## src/rtl/dq_pkg.sv

```systemverilog
// shared codes and controller/datapath interface types for the double-ended queue
`timescale 1ns / 1ps

package dq_pkg;

  // request function codes
  localparam logic [1:0] FN_PUSH_FRONT = 2'd0;
  localparam logic [1:0] FN_PUSH_BACK  = 2'd1;
  localparam logic [1:0] FN_POP_FRONT  = 2'd2;
  localparam logic [1:0] FN_POP_BACK   = 2'd3;

  // result status codes
  localparam logic [1:0] ST_DONE  = 2'd0;
  localparam logic [1:0] ST_EMPTY = 2'd1;
  localparam logic [1:0] ST_FULL  = 2'd2;

  // commands from controller to datapath
  typedef struct packed {
    logic capture;  // latch the incoming request
    logic exec;     // update ring pointers, write or read the store
    logic load;     // move the result into the output register
  } dq_cmd_t;

  // status from datapath to controller
  typedef struct packed {
    logic rsp_blocked;  // output register holds a result not yet taken
  } dq_stat_t;

endpackage

```

## src/rtl/dq_ctrl.sv

```systemverilog
// controller state machine sequencing one transaction at a time
`timescale 1ns / 1ps

module dq_ctrl (
  input  logic            clk,
  input  logic            rst,
  input  logic            req_valid,
  output logic            req_stall,
  output dq_pkg::dq_cmd_t cmd,
  input  dq_pkg::dq_stat_t stat
);
  import dq_pkg::*;

  localparam logic [1:0] S_IDLE = 2'd0;
  localparam logic [1:0] S_EXEC = 2'd1;
  localparam logic [1:0] S_LOAD = 2'd2;

  logic [1:0] state;
  logic [1:0] state_next;

  // request side is open only while idle
  assign req_stall = (state != S_IDLE);

  // next state and commands
  always_comb begin
    state_next  = state;
    cmd.capture = 1'b0;
    cmd.exec    = 1'b0;
    cmd.load    = 1'b0;
    case (state)
      S_IDLE: begin
        if (req_valid) begin
          cmd.capture = 1'b1;
          state_next  = S_EXEC;
        end
      end
      S_EXEC: begin
        cmd.exec   = 1'b1;
        state_next = S_LOAD;
      end
      S_LOAD: begin
        if (!stat.rsp_blocked) begin
          cmd.load   = 1'b1;
          state_next = S_IDLE;
        end
      end
      default: begin
        state_next = S_IDLE;
      end
    endcase
  end

  // state register
  always_ff @(posedge clk) begin
    if (rst) begin
      state <= S_IDLE;
    end else begin
      state <= state_next;
    end
  end

endmodule

```

## src/rtl/dq_datapath.sv

```systemverilog
// ring store, front index, entry count and output register
`timescale 1ns / 1ps

module dq_datapath #(
  parameter int DEPTH = 16,
  parameter int AW    = $clog2(DEPTH),
  parameter int CW    = $clog2(DEPTH + 1)
) (
  input  logic                clk,
  input  logic                rst,
  input  dq_pkg::dq_cmd_t     cmd,
  output dq_pkg::dq_stat_t    stat,
  input  logic [1:0]          func,
  input  logic signed [31:0]  push_value,
  output logic                rsp_valid,
  input  logic                rsp_stall,
  output logic signed [31:0]  popped_value,
  output logic [1:0]          status,
  output logic [CW-1:0]       occupancy
);
  import dq_pkg::*;

  localparam logic [AW:0]   DEPTH_A = (AW + 1)'(DEPTH);
  localparam logic [CW-1:0] DEPTH_C = CW'(DEPTH);
  localparam logic [AW-1:0] LAST    = AW'(DEPTH - 1);

  logic [31:0]   mem [DEPTH];
  logic [31:0]   mem_q;

  logic [1:0]    req_func;
  logic [31:0]   req_value;
  logic [AW-1:0] front;
  logic [CW-1:0] count;
  logic [1:0]    res_status;
  logic          res_pop_ok;

  logic          is_push;
  logic          full;
  logic          empty;
  logic [AW-1:0] cnt_low;
  logic [AW-1:0] front_dec;
  logic [AW-1:0] front_inc;
  logic [AW-1:0] back_slot;
  logic [AW-1:0] last_slot;
  logic [AW-1:0] slot;
  logic [AW-1:0] front_next;
  logic [CW-1:0] count_next;
  logic [1:0]    status_next;
  logic          write_en;

  // add an offset below DEPTH to a slot and wrap into the ring
  function automatic logic [AW-1:0] ring(input logic [AW-1:0] base,
                                         input logic [AW-1:0] off);
    logic [AW:0] s;
    s = {1'b0, base} + {1'b0, off};
    if (s >= DEPTH_A) begin
      s = s - DEPTH_A;
    end
    return s[AW-1:0];
  endfunction

  // slot selection and pointer arithmetic
  always_comb begin
    is_push   = ~req_func[1];
    full      = (count == DEPTH_C);
    empty     = (count == '0);
    cnt_low   = count[AW-1:0];
    front_dec = (front == '0) ? LAST : front - 1'b1;
    front_inc = ring(front, AW'(1));
    back_slot = ring(front, cnt_low);
    last_slot = ring(front, cnt_low - 1'b1);

    front_next  = front;
    count_next  = count;
    status_next = ST_DONE;
    write_en    = 1'b0;
    slot        = front;
    case (req_func)
      FN_PUSH_FRONT: begin
        slot = front_dec;
        if (full) begin
          status_next = ST_FULL;
        end else begin
          write_en   = 1'b1;
          front_next = front_dec;
          count_next = count + 1'b1;
        end
      end
      FN_PUSH_BACK: begin
        slot = back_slot;
        if (full) begin
          status_next = ST_FULL;
        end else begin
          write_en   = 1'b1;
          count_next = count + 1'b1;
        end
      end
      FN_POP_FRONT: begin
        slot = front;
        if (empty) begin
          status_next = ST_EMPTY;
        end else begin
          front_next = front_inc;
          count_next = count - 1'b1;
        end
      end
      FN_POP_BACK: begin
        slot = last_slot;
        if (empty) begin
          status_next = ST_EMPTY;
        end else begin
          count_next = count - 1'b1;
        end
      end
      default: begin
        status_next = ST_DONE;
      end
    endcase
    // a pop that empties the queue restarts the ring at slot zero
    if (!is_push && !empty && count_next == '0) begin
      front_next = '0;
    end
  end

  // ring store: an optional write and one registered read per transaction
  always_ff @(posedge clk) begin
    if (cmd.exec) begin
      if (write_en) begin
        mem[slot] <= req_value;
      end
      mem_q <= mem[slot];
    end
  end

  // request and result holding registers
  always_ff @(posedge clk) begin
    if (cmd.capture) begin
      req_func  <= func;
      req_value <= push_value;
    end
    if (cmd.exec) begin
      res_status <= status_next;
      res_pop_ok <= !is_push && !empty;
    end
  end

  // ring pointers
  always_ff @(posedge clk) begin
    if (rst) begin
      front <= '0;
      count <= '0;
    end else if (cmd.exec) begin
      front <= front_next;
      count <= count_next;
    end
  end

  // output register
  always_ff @(posedge clk) begin
    if (rst) begin
      rsp_valid <= 1'b0;
    end else if (cmd.load) begin
      rsp_valid <= 1'b1;
    end else if (!rsp_stall) begin
      rsp_valid <= 1'b0;
    end
  end

  always_ff @(posedge clk) begin
    if (cmd.load) begin
      popped_value <= res_pop_ok ? mem_q : '0;
      status       <= res_status;
      occupancy    <= count;
    end
  end

  assign stat.rsp_blocked = rsp_valid && rsp_stall;

endmodule

```

## src/rtl/double_ended_queue.sv

```systemverilog
// top level: bounded double-ended queue in a ring store
// the controller takes one transaction at a time through three steps (capture,
// store access, output load), and the result is then presented from the output
// register; the next request is taken while a result waits, but its load step
// stalls until that result is taken
// reset: front index and entry count clear to zero, store contents undefined until written
`timescale 1ns / 1ps

module double_ended_queue #(
  parameter int DEPTH = 16
) (
  input  logic                              clk,
  input  logic                              rst,
  input  logic                              req_valid,
  output logic                              req_stall,
  input  logic [1:0]                        func,
  input  logic signed [31:0]                push_value,
  output logic                              rsp_valid,
  input  logic                              rsp_stall,
  output logic signed [31:0]                popped_value,
  output logic [1:0]                        status,
  output logic [$clog2(DEPTH + 1)-1:0]      occupancy
);
  import dq_pkg::*;

  dq_cmd_t  cmd;
  dq_stat_t stat;

  // sequencing
  dq_ctrl u_ctrl (
    .clk       (clk),
    .rst       (rst),
    .req_valid (req_valid),
    .req_stall (req_stall),
    .cmd       (cmd),
    .stat      (stat)
  );

  // storage and arithmetic
  dq_datapath #(
    .DEPTH (DEPTH)
  ) u_datapath (
    .clk          (clk),
    .rst          (rst),
    .cmd          (cmd),
    .stat         (stat),
    .func         (func),
    .push_value   (push_value),
    .rsp_valid    (rsp_valid),
    .rsp_stall    (rsp_stall),
    .popped_value (popped_value),
    .status       (status),
    .occupancy    (occupancy)
  );

endmodule

```

## config.mk

```make
export PLATFORM = sky130hd
export DESIGN_NAME = double_ended_queue
export DESIGN_NICKNAME = d
export VERILOG_FILES = /design/src/rtl/dq_pkg.sv /design/src/rtl/dq_ctrl.sv /design/src/rtl/dq_datapath.sv /design/src/rtl/double_ended_queue.sv
export SDC_FILE = /design/constraint.sdc
export NUM_CORES = 1
export LEC_CHECK = 0
export BUFFER_PORTS_ARGS = -buffer_cell sky130_fd_sc_hd__buf_2
export CAP_MARGIN = 10
export CORE_MARGIN = 3
export CORE_UTILIZATION = 49
export CTS_BUF_LIST = sky130_fd_sc_hd__clkbuf_4 sky130_fd_sc_hd__clkbuf_8
export DETAILED_ROUTE_END_ITERATION = 16
export GPL_TIMING_DRIVEN = 0
export PLACE_DENSITY_LB_ADDON = 0.2
export SLEW_MARGIN = 5
export SYNTH_ARGS = -nofsm -noshare
export SYNTH_HDL_FRONTEND = slang
export SYNTH_HIERARCHICAL = 1
export SYNTH_SLANG_ARGS = --single-unit
```

## constraint.sdc

```tcl
create_clock -name clk -period 6.05 [get_ports clk]
set_input_delay 0.9075 -clock clk [delete_from_list [all_inputs] [get_ports clk]]
set_output_delay 0.9075 -clock clk [all_outputs]
set_load 0.01 [all_outputs]
```

==> reports/metrics.yaml <==
outcome:
  status: "finished, final reports clean"
placed_design:
  dp_hpwl_um: 39600
  gp_congestion: 0.818
  portBuffers: 78
cts:
  numCtsBuffers: 103
  h-tree-depth: 3
  worst_skew_pair.late_latency_ns: 0.68
  cts_hold_buf: 0
  ctsRootBufferMaster: "clkbuf_8"
  clk_pin_slew_ns: 0.06
  tritoncts: "done"
  cts_sinks: 632
  cts.path.max_buffers: 3
final_layout:
  area_growth_pct: 15.8
  finish.utilization_pct: 57.8
  mostFrequentLayoutCells: "620 x edfxtp_1, 522 x nand2_1, 262 x nand3_1, 135 x buf_2, 108 x clkbuf_8"
  layout-drive-gt1-share_pct: 17.5
  mostFrequentLayoutCell: "edfxtp_1"
  nNetsFinal: 2077
yosys:
  synth_area_leaders: "edfxtp_1 76%, nand2_1 8.0%, nand3_1 5.3%"
  ys_seq_area_share_pct: 76.5
  synth.avg_cell_area_um2: 13.6
  synth_edf_count: 620
  ys_types: 53
  synth_area_um2: 24600
  synth_top_area_cell: "edfxtp_1"
  yosys.area.top_type_share_pct: 75.5
  yosysWarnings: 6
  synthArstFlopShare_pct: 0
  synth_flop_cell: "edfxtp_1"
  synth.net_count: 1853
  ys_seq_elements: 632
  syn_inst: 1807
worst_setup_path:
  start_kind: "flip-flop"
  crit_start: "u_datapath/req_func[1]"
  cp.depth: 14
  crit_end: "u_datapath/mem[10][10]"
  crit_arrival_ns: 6.25
  r2r-start: "u_datapath/req_func[1]"
  slowest_delay_ns: 0.99
  critPathTopFamily: "buffers and inverters"
  crit_type: "reg2reg"
  crit_path_top_delay_cell: "a211oi_1"
  rrSetupSlack_ns: 0.16
  worstPathRequired_ns: 6.41
  end_kind: "flip-flop"
  r2r_cells: 14
  crit_chain: "buf_2 -> clkbuf_1 -> buf_1 -> nand3_1 -> xnor2_1 -> ha_1 -> xnor2_1 -> and2_1 -> a211oi_1 -> clkbuf_1 -> buf_2 -> nor3b_2 -> buf_6 -> buf_6"
  r2r-end: "u_datapath/mem[10][10]"
  cp_max_fo: 10
  path_buf_inv: 7
routing:
  postRouteAntennaNets: 0
  drt-pass1-iter-count: 5
  drc: 0
  vias: 15500
  first_iter_violations: 1692
  drt_wl_total_um: 61700
  vias_per_cell: 5.58
  wl_per_cell_um: 22.2
floorplanning:
  rows: 81
  die_w_um: 230
  die_area_um2: 53000
  ioPinCount: 79
  die_h_um: 230
  coreArea_um2: 49400
  start_util_pct: 49.9
timing:
  finalCriticalPeriod_ns: 5.89
  grt_setup_unrepaired: "no"
  hold_violations: 0
  max_freq_mhz: 170
  worst_pin_slew_ns: 1.23
  setup_tns_ns: 0
  slew_viol_final: 0
  hold-worst-slack_ns: 0.406
  maxSlewHeadroom_pct: 17.5
  finClkSkew_ns: 0.0425
  setup-violations-final: 0
  period_share_pct: 97.4
global_routing:
  top_usage_layer: "met2"
  grt_usage_pct: 23.4
  antenna_found_initial: 1
  grt.met1_usage_pct: 31.9
  grt_max_degree: 43
  grt_pass1_wl_um: 92200
  grt_overflow_total: 0
  grt_pass1_vias: 15200
  met2_usage_pct: 36.8
  grtUsageMet3_pct: 5.49
hold_path:
  hold_path_class: "in2reg"
pwr:
  power_density_nw_per_um2: 407
  max-vdd-ir-drop_uv: 259
  p_leak_uw: 0.0101
flow_run:
  drv_cap: 0
## metal layers
| metal | part of all wire (%) | vias up | wire length (um) |
|---|---|---|---|
| li1 | - | 7041 | - |
| met5 | 0 | - | 0 |
| met4 | 3.2 | 0 | 1970 |
| met3 | 9.9 | 126 | 6080 |
| met1 | 41 | 7533 | 25100 |
| met2 | 46 | 794 | 28500 |
## how the worst min path moves through the flow
stage                        startpoint                        to  slack [ns]  cells after the start
3_5_place_dp   u_datapath/res_status[0]      u_datapath/status[0]        0.41                      0
4_1_cts                  push_value[20]  u_datapath/req_value[20]        0.34                      1
3_3_place_gp   u_datapath/res_status[1]      u_datapath/status[1]        0.41                      0
2_1_floorplan  u_datapath/res_status[0]      u_datapath/status[0]        0.40                      0
6_report                  push_value[3]   u_datapath/req_value[3]        0.41                      1
5_1_grt                   push_value[1]   u_datapath/req_value[1]        0.37                      1
## power by group
group / total, uW / switching, uW / internal [uW]
combinational: 2800 / 1990 / 810
clock: 3690 / 1640 / 2050
sequential: 5120 / 92.3 / 5030
## registers in the layout (all words and copies together) (netlist names)
register / cells
u_ctrl/state: 2
u_datapath/count: 5
u_datapath/front: 4
u_datapath/mem: 512
u_datapath/mem_q: 32
u_datapath/occupancy: 5
u_datapath/popped_value: 32
u_datapath/req_func: 2
u_datapath/req_value: 32
u_datapath/res_pop_ok: 1
u_datapath/res_status: 2
u_datapath/rsp_valid: 1
u_datapath/status: 2
## final cells by class
| class | count | area, um2 |
|---|---|---|
| diodes | 1 | 2.50 |
| plain buffers | 107 | 503 |
| clock buffers | 132 | 1670 |
| clock inverters | 53 | 388 |
| fillers | 3825 | 20800 |
| inverters | 11 | 41.3 |
| multi-input cells | 1057 | 5330 |
| flip-flops and latches | 632 | 18900 |
| well taps | 664 | 831 |
| repair buffers | 119 | 928 |
## synth_stat cells, types with 4 or more instances
master / number
a211oi_1: 8
a21oi_1: 17
and2_1: 34
and3_1: 14
buf_1: 5
buf_2: 57
buf_4: 4
clkbuf_1: 39
dfxtp_1: 12
edfxtp_1: 620
ha_1: 7
inv_1: 11
mux2i_1: 33
nand2_1: 522
nand2b_1: 5
nand3_1: 262
nand4_1: 66
nor2_1: 20
nor2b_1: 5
nor3b_1: 12
o21ai_0: 4
xnor2_1: 8
## cell families after synthesis
family	share of synthesized area, %
xor gates and xnor gates	0.411
adders and majority gates	0.437
muxes	1.48
buffers and inverters	2.21
AOI/OAI and AO/OA	1.30
DFF	76.5
and+or+nand+nor	17.7
## metrics by stage
stage / setup WS, ns / instances / instance area [um2] / power, uW
floorplan: 0.278 / 1807 / 24600 / 6850
global placement: -3.63 / 2549 / 25900 / 7900
detailed placement: -0.192 / 2590 / 26500 / 7970
CTS: 0.269 / 2775 / 28500 / 11700
global route: 0.0205 / 2775 / 28500 / 12100
finish: 0.158 / 2776 / 28600 / 11600
## what timing repair did
item,4_1_cts,5_1_grt
setup buffers,0,0
pin swaps,0,0
endpoints found under the setup margin,18,30
gates resized for setup,2,3
gates cloned,0,0
(Power assumes the default switching activity.)
